File: src/rtl/tpr_pkg.sv
// Shared types, constants and the frame checksum for the telemetry poll responder.
package tpr_pkg;

    localparam int unsigned TABLE_DEPTH = 32;
    localparam int unsigned IDX_W       = $clog2(TABLE_DEPTH);
    localparam int unsigned FRAME_LEN   = 8;
    localparam int unsigned CNT_W       = $clog2(FRAME_LEN);
    localparam int unsigned ADDR_W      = 5;

    localparam logic [7:0]  START_BYTE   = 8'h7E;
    localparam logic [7:0]  FRAME_HEADER = 8'h10;
    localparam logic [15:0] EMPTY_ID     = 16'hFFFF;

    localparam logic [0:0] ACT_RX_BYTE = 1'b0;
    localparam logic [0:0] ACT_LOAD    = 1'b1;

    localparam logic [2:0] REG_ID_A    = 3'd0;
    localparam logic [2:0] REG_ID_B    = 3'd1;
    localparam logic [2:0] REG_ID_C    = 3'd2;
    localparam logic [2:0] REG_ID_D    = 3'd3;
    localparam logic [2:0] REG_ENTRIES = 3'd4;

    localparam logic [7:0] RST_ID_A    = 8'h1B;
    localparam logic [7:0] RST_ID_B    = 8'h0D;
    localparam logic [7:0] RST_ID_C    = 8'h34;
    localparam logic [7:0] RST_ID_D    = 8'h67;
    localparam logic [5:0] RST_ENTRIES = 6'd22;

    typedef struct packed {
        logic [0:0]  action;
        logic [7:0]  rx_byte;
        logic [4:0]  entry_index;
        logic [15:0] entry_id;
        logic [31:0] entry_value;
    } t_in_item;

    typedef struct packed {
        logic [7:0] tx_byte;
        logic       frame_end;
    } t_out_item;

    typedef struct packed {
        logic [7:0] sensor_id_a;
        logic [7:0] sensor_id_b;
        logic [7:0] sensor_id_c;
        logic [7:0] sensor_id_d;
        logic [5:0] entries_in_use;
    } t_cfg;

    typedef struct packed {
        logic [15:0] id;
        logic [31:0] value;
    } t_slot;

    localparam int unsigned SLOT_W = $bits(t_slot);

    // Byte sum of the seven frame bytes with end-around carry, taken from 0xFF.
    // Add all bytes at once, then fold the carries back in twice.
    function automatic logic [7:0] frame_checksum(input logic [55:0] body);
        logic [10:0] total;
        logic [8:0]  fold;
        total = 11'd0;
        for (int k = 0; k < 7; k++) begin
            total = total + {3'd0, body[k*8 +: 8]};
        end
        fold = {1'b0, total[7:0]} + {6'd0, total[10:8]};
        fold = {1'b0, fold[7:0]} + {8'd0, fold[8]};
        return 8'hFF - fold[7:0];
    endfunction

endpackage

File: src/rtl/tpr_ram.sv
// Generic single-write, single-read RAM with registered read data.
module tpr_ram #(
    parameter int unsigned WIDTH = 8,
    parameter int unsigned DEPTH = 32
) (
    input  logic                     i_clk,
    input  logic                     i_wr_en,
    input  logic [$clog2(DEPTH)-1:0] i_wr_addr,
    input  logic [WIDTH-1:0]         i_wr_data,
    input  logic                     i_rd_en,
    input  logic [$clog2(DEPTH)-1:0] i_rd_addr,
    output logic [WIDTH-1:0]         o_rd_data
);

    logic [WIDTH-1:0] r_mem [DEPTH];
    logic [WIDTH-1:0] r_rd_data;

    always_ff @(posedge i_clk) begin
        if (i_wr_en) begin
            r_mem[i_wr_addr] <= i_wr_data;
        end
        if (i_rd_en) begin
            r_rd_data <= r_mem[i_rd_addr];
        end
    end

    assign o_rd_data = r_rd_data;

endmodule

File: src/rtl/tpr_cfg.sv
// APB register bank: polled sensor IDs and rotation length.
module tpr_cfg (
    input  logic                       i_clk,
    input  logic                       i_rst_n,
    input  logic                       psel,
    input  logic                       penable,
    input  logic                       pwrite,
    input  logic [tpr_pkg::ADDR_W-1:0] paddr,
    input  logic [31:0]                pwdata,
    output logic [31:0]                prdata,
    output tpr_pkg::t_cfg              o_cfg
);
    import tpr_pkg::*;

    t_cfg       r_cfg;
    logic       w_wr;
    logic [2:0] w_reg;

    assign w_wr  = psel && penable && pwrite;
    assign w_reg = paddr[4:2];

    always_ff @(posedge i_clk) begin
        if (!i_rst_n) begin
            r_cfg.sensor_id_a    <= RST_ID_A;
            r_cfg.sensor_id_b    <= RST_ID_B;
            r_cfg.sensor_id_c    <= RST_ID_C;
            r_cfg.sensor_id_d    <= RST_ID_D;
            r_cfg.entries_in_use <= RST_ENTRIES;
        end else if (w_wr) begin
            unique case (w_reg)
                REG_ID_A:    r_cfg.sensor_id_a    <= pwdata[7:0];
                REG_ID_B:    r_cfg.sensor_id_b    <= pwdata[7:0];
                REG_ID_C:    r_cfg.sensor_id_c    <= pwdata[7:0];
                REG_ID_D:    r_cfg.sensor_id_d    <= pwdata[7:0];
                REG_ENTRIES: r_cfg.entries_in_use <= pwdata[5:0];
                default: ;
            endcase
        end
    end

    always_comb begin
        unique case (w_reg)
            REG_ID_A:    prdata = {24'd0, r_cfg.sensor_id_a};
            REG_ID_B:    prdata = {24'd0, r_cfg.sensor_id_b};
            REG_ID_C:    prdata = {24'd0, r_cfg.sensor_id_c};
            REG_ID_D:    prdata = {24'd0, r_cfg.sensor_id_d};
            REG_ENTRIES: prdata = {26'd0, r_cfg.entries_in_use};
            default:     prdata = 32'd0;
        endcase
    end

    assign o_cfg = r_cfg;

endmodule

File: src/rtl/tpr_poll.sv
// Poll detector: previous byte, sensor ID match, rotation index and table access.
module tpr_poll (
    input  logic                      i_clk,
    input  logic                      i_rst_n,
    input  tpr_pkg::t_cfg             i_cfg,
    input  logic                      i_accept,
    input  tpr_pkg::t_in_item         i_item,
    output logic                      o_wr_en,
    output logic [tpr_pkg::IDX_W-1:0] o_wr_addr,
    output tpr_pkg::t_slot            o_wr_data,
    output logic                      o_rd_en,
    output logic [tpr_pkg::IDX_W-1:0] o_rd_addr
);
    import tpr_pkg::*;

    logic [7:0]       r_prev;
    logic [IDX_W-1:0] r_rot;
    logic [IDX_W:0]   w_inc;
    logic             w_sat;
    logic             w_wrap;
    logic [IDX_W-1:0] n_rot;
    logic             w_rx;
    logic             w_match;
    logic             w_poll;

    assign w_rx    = i_accept && (i_item.action == ACT_RX_BYTE);
    assign w_match = (i_item.rx_byte == i_cfg.sensor_id_a) ||
                     (i_item.rx_byte == i_cfg.sensor_id_b) ||
                     (i_item.rx_byte == i_cfg.sensor_id_c) ||
                     (i_item.rx_byte == i_cfg.sensor_id_d);
    assign w_poll  = w_rx && (r_prev == START_BYTE) && w_match;

    // Advance first, wrap at the (saturated) rotation length.
    assign w_inc  = {1'b0, r_rot} + {{IDX_W{1'b0}}, 1'b1};
    assign w_sat  = 32'(i_cfg.entries_in_use) > TABLE_DEPTH;
    assign w_wrap = w_sat ? (32'(w_inc) >= TABLE_DEPTH)
                          : (32'(w_inc) >= 32'(i_cfg.entries_in_use));
    assign n_rot  = w_wrap ? '0 : w_inc[IDX_W-1:0];

    always_ff @(posedge i_clk) begin
        if (!i_rst_n) begin
            r_prev <= 8'd0;
            r_rot  <= '0;
        end else begin
            if (w_rx) begin
                r_prev <= i_item.rx_byte;
            end
            if (w_poll) begin
                r_rot <= n_rot;
            end
        end
    end

    assign o_wr_en         = i_accept && (i_item.action == ACT_LOAD) &&
                             (32'(i_item.entry_index) < TABLE_DEPTH);
    assign o_wr_addr       = IDX_W'(i_item.entry_index);
    assign o_wr_data.id    = i_item.entry_id;
    assign o_wr_data.value = i_item.entry_value;
    assign o_rd_en         = w_poll;
    assign o_rd_addr       = n_rot;

endmodule

File: src/rtl/tpr_frame.sv
// Reply framer: frames each non-empty slot read back and shifts it out.
module tpr_frame (
    input  logic               i_clk,
    input  logic               i_rst_n,
    input  logic               i_rd_issue,
    input  tpr_pkg::t_slot     i_rd_data,
    output logic               o_stall,
    output logic               o_out_valid,
    input  logic               i_out_ready,
    output tpr_pkg::t_out_item o_out_data
);
    import tpr_pkg::*;

    logic                   r_rd_vld;
    logic                   r_busy;
    logic [CNT_W-1:0]       r_cnt;
    logic [FRAME_LEN*8-1:0] r_frame;
    logic [55:0]            w_body;
    logic                   w_empty;
    logic                   w_load;
    logic                   w_drop;
    logic                   w_xfer;
    logic                   w_last;

    assign w_body  = {i_rd_data.value, i_rd_data.id, FRAME_HEADER};
    assign w_empty = (i_rd_data.id == EMPTY_ID);
    // Load when idle, or as the checksum byte of the current frame leaves.
    assign w_load  = r_rd_vld && !w_empty && (!r_busy || (w_xfer && w_last));
    assign w_drop  = r_rd_vld && w_empty;
    assign w_xfer  = r_busy && i_out_ready;
    assign w_last  = (r_cnt == CNT_W'(FRAME_LEN - 1));
    assign o_stall = r_rd_vld && !w_load && !w_drop;

    always_ff @(posedge i_clk) begin
        if (!i_rst_n) begin
            r_rd_vld <= 1'b0;
            r_busy   <= 1'b0;
            r_cnt    <= '0;
        end else begin
            if (i_rd_issue) begin
                r_rd_vld <= 1'b1;
            end else if (w_load || w_drop) begin
                r_rd_vld <= 1'b0;
            end
            if (w_load) begin
                r_busy <= 1'b1;
                r_cnt  <= '0;
            end else if (w_xfer) begin
                // Drop busy after the checksum byte; the count advances on every transfer.
                if (w_last) begin
                    r_busy <= 1'b0;
                end
                r_cnt <= r_cnt + CNT_W'(1);
            end
        end
    end

    always_ff @(posedge i_clk) begin
        if (w_load) begin
            r_frame <= {frame_checksum(w_body), w_body};
        end else if (w_xfer) begin
            r_frame <= {8'd0, r_frame[FRAME_LEN*8-1:8]};
        end
    end

    assign o_out_valid          = r_busy;
    assign o_out_data.tx_byte   = r_frame[7:0];
    assign o_out_data.frame_end = w_last;

    a_load_idle: assert property (@(posedge i_clk) disable iff (!i_rst_n)
        w_load |-> (!r_busy || (w_xfer && w_last)))
        else $error("frame loaded over a frame in flight");

    a_pending_kept: assert property (@(posedge i_clk) disable iff (!i_rst_n)
        r_rd_vld && !w_load && !w_drop |=> r_rd_vld)
        else $error("pending slot read lost");

    a_issue_gated: assert property (@(posedge i_clk) disable iff (!i_rst_n)
        i_rd_issue |-> (!r_rd_vld || w_load || w_drop))
        else $error("slot read issued over an unresolved read");

    a_end_frees: assert property (@(posedge i_clk) disable iff (!i_rst_n)
        w_xfer && w_last && !w_load |=> !r_busy)
        else $error("framer still busy after checksum byte");

endmodule

File: src/rtl/telemetry_poll_responder.sv
// Top level of the telemetry poll responder: register bank, poll logic, slot RAM, framer.
//
//  channel  | handshake                 | payload
//  ---------+---------------------------+-----------------------------------
//  input    | i_in_valid / o_in_ready   | i_in_data  (t_in_item)
//  output   | o_out_valid / i_out_ready | o_out_data (t_out_item)
//  config   | psel, penable, pwrite     | paddr, pwdata, prdata, pready
//
// Link bytes and table loads transfer one per cycle while o_in_ready is high. A poll
// reads the slot RAM at its transfer; the read data is registered in the RAM, then
// loaded into the frame register, and the reply takes eight output transfers (none
// for an empty slot). A second poll may follow at once; its slot read waits in the RAM
// output register while the framer is busy, and input transfers stop only then. The next
// frame loads as the checksum byte leaves, so back-to-back replies follow without a gap.
// Synchronous reset restores control and config; frame and RAM data are not cleared.
module telemetry_poll_responder (
    input  logic                       i_clk,
    input  logic                       i_rst_n,
    input  logic                       i_in_valid,
    output logic                       o_in_ready,
    input  tpr_pkg::t_in_item          i_in_data,
    output logic                       o_out_valid,
    input  logic                       i_out_ready,
    output tpr_pkg::t_out_item         o_out_data,
    input  logic                       psel,
    input  logic                       penable,
    input  logic                       pwrite,
    input  logic [tpr_pkg::ADDR_W-1:0] paddr,
    input  logic [31:0]                pwdata,
    output logic [31:0]                prdata,
    output logic                       pready
);
    import tpr_pkg::*;

    t_cfg             w_cfg;
    logic             w_accept;
    logic             w_stall;
    logic             w_wr_en;
    logic [IDX_W-1:0] w_wr_addr;
    t_slot            w_wr_data;
    logic             w_rd_en;
    logic [IDX_W-1:0] w_rd_addr;
    logic [SLOT_W-1:0] w_rd_bits;

    assign pready     = 1'b1;
    assign o_in_ready = !w_stall;
    assign w_accept   = i_in_valid && o_in_ready;

    tpr_cfg u_cfg (
        .i_clk   (i_clk),
        .i_rst_n (i_rst_n),
        .psel    (psel),
        .penable (penable),
        .pwrite  (pwrite),
        .paddr   (paddr),
        .pwdata  (pwdata),
        .prdata  (prdata),
        .o_cfg   (w_cfg)
    );

    tpr_poll u_poll (
        .i_clk     (i_clk),
        .i_rst_n   (i_rst_n),
        .i_cfg     (w_cfg),
        .i_accept  (w_accept),
        .i_item    (i_in_data),
        .o_wr_en   (w_wr_en),
        .o_wr_addr (w_wr_addr),
        .o_wr_data (w_wr_data),
        .o_rd_en   (w_rd_en),
        .o_rd_addr (w_rd_addr)
    );

    tpr_ram #(
        .WIDTH (SLOT_W),
        .DEPTH (TABLE_DEPTH)
    ) u_slot_ram (
        .i_clk     (i_clk),
        .i_wr_en   (w_wr_en),
        .i_wr_addr (w_wr_addr),
        .i_wr_data (w_wr_data),
        .i_rd_en   (w_rd_en),
        .i_rd_addr (w_rd_addr),
        .o_rd_data (w_rd_bits)
    );

    tpr_frame u_frame (
        .i_clk       (i_clk),
        .i_rst_n     (i_rst_n),
        .i_rd_issue  (w_rd_en),
        .i_rd_data   (t_slot'(w_rd_bits)),
        .o_stall     (w_stall),
        .o_out_valid (o_out_valid),
        .i_out_ready (i_out_ready),
        .o_out_data  (o_out_data)
    );

endmodule
File: config.mk
export PLATFORM = sky130hd
export DESIGN_NAME = telemetry_poll_responder
export DESIGN_NICKNAME = d
export VERILOG_FILES = /design/src/rtl/tpr_pkg.sv /design/src/rtl/tpr_ram.sv /design/src/rtl/tpr_cfg.sv /design/src/rtl/tpr_poll.sv /design/src/rtl/tpr_frame.sv /design/src/rtl/telemetry_poll_responder.sv
export SDC_FILE = /design/constraint.sdc
export NUM_CORES = 2
export LEC_CHECK = 0
export ABC_AREA = 1
export BUFFER_PORTS_ARGS = -buffer_cell sky130_fd_sc_hd__buf_2
export CAP_MARGIN = 20
export CORE_MARGIN = 8
export CORE_UTILIZATION = 35
export DETAILED_ROUTE_END_ITERATION = 10
export SETUP_SLACK_MARGIN = 0.4
export SLEW_MARGIN = 0
export SYNTH_ARGS = -nofsm -noshare
export SYNTH_HDL_FRONTEND = slang
export SYNTH_HIERARCHICAL = 1
export SYNTH_SLANG_ARGS = --single-unit
File: constraint.sdc
create_clock -name i_clk -period 5 [get_ports i_clk]
set_input_delay 0.25 -clock i_clk [delete_from_list [all_inputs] [get_ports i_clk]]
set_output_delay 0.25 -clock i_clk [all_outputs]
set_load 0.05 [all_outputs]
== Word-level counts from Yosys, hierarchy flattened ==
Memory sizes are Yosys's and may differ from the RTL's. A register that Yosys moved wholly into a read port is not among the register bits.
Index checks and enable logic that the tools add are counted.
Cells by class
  add/subtract/negate cells: 11
  magnitude comparators: 3
  eq/ne operators: 11
  muxes and demuxes: 12
  bitwise operators: 2
  reduce and logical (&&, ||, !) cells: 35
Operators with widths (count)
  64-bit 2-to-1 mux: 2
  11-bit by 8-bit adder with 11-bit output: 5
  8-bit one-hot mux with 5 select lines: 1
  8-bit == test: 4
  16-bit == test (second input constant): 1
  1-bit logical AND: 14
  2-bit AND reduction: 6
  5-bit by 8-bit adder with 9-bit output (first input constant): 1
  8-bit by 3-bit adder with 9-bit output: 1
  8-bit by 1-bit adder with 8-bit output: 1
  8-bit by 7-bit == test with 1-bit output (second input constant): 1
  1-bit 2-to-1 mux: 8
  8-bit subtractor (first input constant): 1
  5-bit by 1-bit adder with 6-bit output (second input constant): 1
  3-bit by 2-bit == test with 1-bit output (second input constant): 2
  3-bit == test (second input constant): 2
  6-bit >= comparator: 1
  6-bit >= comparator (second input constant): 1
  6-bit > comparator (second input constant): 1
  2-bit nonzero test: 3
  1-bit logical NOT: 5
  1-bit logical OR: 5
  5-bit 2-to-1 mux: 1
  3-bit by 1-bit adder with 3-bit output (second input constant): 1
  4 further kinds: 5
Word-level totals
  flip-flop bits (word level): 120
  bits in writable memories: 1536
  input port bits: 106
  word-level logic and storage cells: 87
  memories kept: 1
Memory list
  u_slot_ram.r_mem: words 32, width 48, read ports 1, clocked after Yosys merged registers in 1, wr ports 1, RTL line tpr_ram.sv:15  | logic [WIDTH-1:0] r_mem [DEPTH];

== Longest topological paths before layout ==
  depth in word-level cells: 13
  depth in mapped cells: 30

== Modules after synthesis ==
Netlist, hierarchy kept.
By module, submodules not included
  tpr_ram: times used 1, cells an instance 5279, area an instance 63447.1 um^2, sequential area each 47565.6 um^2
  tpr_frame: times used 1, cells an instance 533, area an instance 4657.0 um^2, sequential area each 1941.9 um^2
  tpr_cfg: times used 1, cells an instance 322, area an instance 2114.5 um^2, sequential area each 760.7 um^2
  tpr_poll: times used 1, cells an instance 324, area an instance 1820.5 um^2, sequential area each 260.2 um^2
  telemetry_poll_responder: times used 1, cells an instance 5, area an instance 25.0 um^2, sequential area each 0.0 um^2

== Least setup slack after synthesis ==
OpenSTA, ideal clock, no wires.
  path type: register -> register
  start point: reg u_slot_ram.r_rd_data[20], in the netlist u_slot_ram/o_rd_data[20], read port of u_slot_ram.r_mem
  end point: reg u_frame.r_frame[62], data pin
  data arrival time: 5.259 ns
  required time: 4.747 ns
  setup slack: -0.512 ns
  stages on the path, launching flop included: 30
  path buffers: 0
  cell sequence: edfxtp_1 inv_1 fa_1 inv_1 fa_1 inv_1 fa_1 inv_1 fa_1 fa_1 nand3_1 nand2_1 nand2_1 nand2_1 a21oi_1 xor2_1 fa_1 nand2_1 a21oi_1 nand2_1 nor3_1 ha_1 ha_1 inv_1 nor2_1 nand2_1 nor2_1 nand2_1 nand2_1 nor2_1
On the way
  word-level cells in the longest chain between the ends: 6
Ends and longest elaborated chain
  start, declared: RTL line tpr_ram.sv:16  | logic [WIDTH-1:0] r_rd_data;
  11-bit by 8-bit adder with 11-bit output (2 in a row): RTL line tpr_pkg.sv:64  | total = total + {3'd0, body[k*8 +: 8]};
  8-bit by 3-bit adder with 9-bit output: RTL line tpr_pkg.sv:66  | fold = {1'b0, total[7:0]} + {6'd0, total[10:8]};
  8-bit by 1-bit adder with 8-bit output: RTL line tpr_pkg.sv:67  | fold = {1'b0, fold[7:0]} + {8'd0, fold[8]};
  8-bit subtractor: RTL line tpr_pkg.sv:68  | return 8'hFF - fold[7:0];
  64-bit 2-to-1 mux: RTL line tpr_frame.sv:59  | if (w_load) begin
  end signal, assigned: RTL line tpr_frame.sv:60  | r_frame <= {frame_checksum(w_body), w_body};
  end signal, assigned: RTL line tpr_frame.sv:62  | r_frame <= {8'd0, r_frame[FRAME_LEN*8-1:8]};
  end, declared: RTL line tpr_frame.sv:17  | logic [FRAME_LEN*8-1:0] r_frame;
Every way passes these cells.
A chain may end at the register's enable or synchronous reset.

== Final worst setup path ==
  start point: reg u_slot_ram.r_rd_data[20], in the netlist u_slot_ram/o_rd_data[20], read port of u_slot_ram.r_mem
  end point: reg u_frame.r_frame[63], data pin
The elaborated chain is that of the path after synthesis.

==> metrics <==
Core Util, Final about two fifths; status finished, violations left; clock sink count around 1,700; Hold Crit Class input pin to register; antenna violations before repair 27; die area between 0.2 and 0.25 mm²; EDFF count, synth between 1,500 and 2,000; # rows ~170; Final min period about 5.5 ns; share of the synthesized area in the top cell type between 60% and 70%; total gr overflow 0; total power around 29,000 µW; Worst-Margin Slew approximately 1.0 ns; Mapped Avg Cell Area 11.2 µm²; ys async rst share 0%; Slew HR between 30 and 40%; worst setup margin -0.501 ns; number of buffers created by CTS 173; Pwr per Cell Area approximately 350 mW/mm²; count of cell types in the netlist between 40 and 50; CTS tree yes; placed cell area roughly 0.076 mm²; Setup violations, final 7; clk_lat worst skew 0.82 ns; RSZ-0062 raised after global routing yes; Critical Path AT approximately 6 ns; Area contributors post-synth edfxtp_1 (68%), nand2_1 (13%), nand3_1 (8.6%); Synth Instances approximately 6,500; Die Y-Extent between 400 and 500 µm; first-pass GRT wire length 306,000 µm; P&R area growth vs syn 14.1%; FMAX 182 MHz; WL per Instance roughly 22 µm; placed cell count between 9,000 and 10,000; Via-to-Cell Ratio ~5.2; Final Slew Violations 0; # nets final ~6,800; largest net degree at the start of global routing between 150 and 200; max_cap viols 0; clock skew between 0.06 and 0.07 ns; Synth warnings 6; final hold vios 0; Leak about 0.030 µW; CP max stage delay about 0.53 ns; Max Buffers Root-to-Sink 3; Fillers between 15,000 and 20,000; CP max FO 2; CP Launch Type register; synthesized area slightly above 0.07 mm²; io pins 150; crit-path most repeated cell nand2_2; hpwl dp approximately 110,000 µm; RD Place Congestion approximately 0.9; failing checks setup timing; number of global-route vias before repair about 46,000; CP required between 5 and 6 ns; total core area 0.205 mm²; DR pass1 iterations 8; VDD IR max 0.284 mV; Design Area, Final around 0.08 mm²; vias 49,100; ANT nets after route 0; H-tree depth 4; # port buffers roughly 100; DR iter-0 viols approximately 5,400; Overall Global Routing Usage ~18%; Starting Density between 30% and 40%; slowest cell on the critical path fa_1; most common cell in the netlist nand2_1; Tcrit/Tclk final 110%; die width around 470 µm; Crit Path Class register to register; Main synth FF type edfxtp_1; post-synth top area cell edfxtp_1; Worst setup EP type register; DRC Markers 0; register bit total from synthesis around 1,700; synth cell count leaders nand2_1 (2,543), edfxtp_1 (1,640), nand3_1 (1,237); total wire length approximately 210,000 µm; Seq/Total Area, Yosys between 70% and 80%; clock-pin slew on the worst setup and hold paths roughly 0.06 ns; clock root cell clkbuf_16; share of layout cells above drive strength 1 approximately a tenth; Layout Cells excl Fill ~9,400
## where the power goes
group,switching [µW],leakage [µW],internal [µW]
clock network,5550,0.00254,6630
logic,455,0.0124,129
registers,27.8,0.0153,15700
## through the flow
step,setup WS [ns],hold WS [ns],setup TNS [ns]
2_1_floorplan,-0.143,0.368,-0.352
3_3_place_gp,-0.467,0.466,-1.79
3_5_place_dp,-0.564,0.468,-2.39
4_1_cts,-0.431,0.00287,-1.95
5_1_grt,-0.718,0.0495,-4.10
6_report,-0.501,0.0616,-2.66
## path summary, 6_finish.rpt
path                                     end  cells after the start  slack, ns                          startpoint
min             u_cfg/o_cfg[15]$_SDFFE_PN0P_                      5       0.06                             penable
max reg2reg    u_frame/r_frame[63]$_DFFE_PP_                     28      -0.50  u_slot_ram/o_rd_data[20]$_DFFE_PP_
max            u_frame/r_frame[63]$_DFFE_PP_                     28      -0.50  u_slot_ram/o_rd_data[20]$_DFFE_PP_
min reg2reg  u_frame/r_frame[4]$_SDFFE_PP1P_                      2       0.48     u_frame/r_frame[4]$_SDFFE_PP1P_
## repair_timing
action | CTS | global route
setup endpoints to repair | 8 | 8
setup buffers | 17 | 5
pin swaps | 23 | 23
hold buffers | 75 | 0
resized for setup | 22 | 27
hold endpoints to repair | 1580 | 0
## cells by family after synthesis
kind of cell    after synthesis  synth area share, %
simple gates               3964                 23.0
flops                      1704                 70.1
buf+inv                     630                 4.62
compound gates               91                0.662
fa+ha+maj                    62                 1.42
xor+xnor                     10                0.122
other cells                   2               0.0104
## sequential cells by signal, indices dropped and copies added (netlist names), 3 cells and up
register	cells
u_poll/r_rot	5
u_slot_ram/o_rd_data	48
u_slot_ram/r_mem	1536
u_poll/r_prev	8
u_cfg/o_cfg	38
u_frame/r_cnt	3
u_frame/r_frame	64
## final cells by class
type	instances	area (µm²)	area share (%)
Antenna cell	10	25.0	0.0304
Timing Repair Buffer	384	3580	4.35
Sequential cell	1704	50500	61.4
Inverter	178	721	0.876
Clock buffer	220	4510	5.48
Tap cell	2688	3360	4.09
Multi-Input combinational cell	4152	18800	22.8
Clock inverter	86	751	0.913
## layer usage
layer | track usage (%) | part of all wire [%] | up-vias
met5 | 0 | 0.038 | -
met4 | 5.65 | 3.0 | 12
met3 | 3.30 | 8.6 | 386
met2 | 28.4 | 46 | 2102
met1 | 25.5 | 43 | 24300
li1 | - | - | 22300
## critical path: cells and delay by family (launching register included)
kind	cells	cell delay, ns
compound gates	2	0.31
flops	1	0.37
xor+xnor	1	0.20
fa+ha+maj	7	2.83
simple gates	14	1.36
buf+inv	4	0.20
## cells in the final DEF (no fill, tap or decap), types with 8 or more instances in the layout
cell type / instances
nand2_1: 2536
edfxtp_1: 1640
nand3_1: 1233
clkbuf_16: 173
inv_1: 150
buf_4: 143
buf_2: 98
nor2_1: 96
dlygate4sd3_1: 75
dfxtp_1: 64
buf_12: 57
clkbuf_1: 47
clkinv_1: 45
nor2_4: 42
o21ai_0: 41
fa_1: 30
conb_1: 25
ha_1: 22
clkinv_2: 20
a21oi_1: 19
inv_2: 17
o21ai_1: 17
nor2_2: 15
nand4_1: 15
buf_6: 11
diode_2: 10
nand2_2: 9
xor2_1: 8
Power figures use the tool's default switching activity.
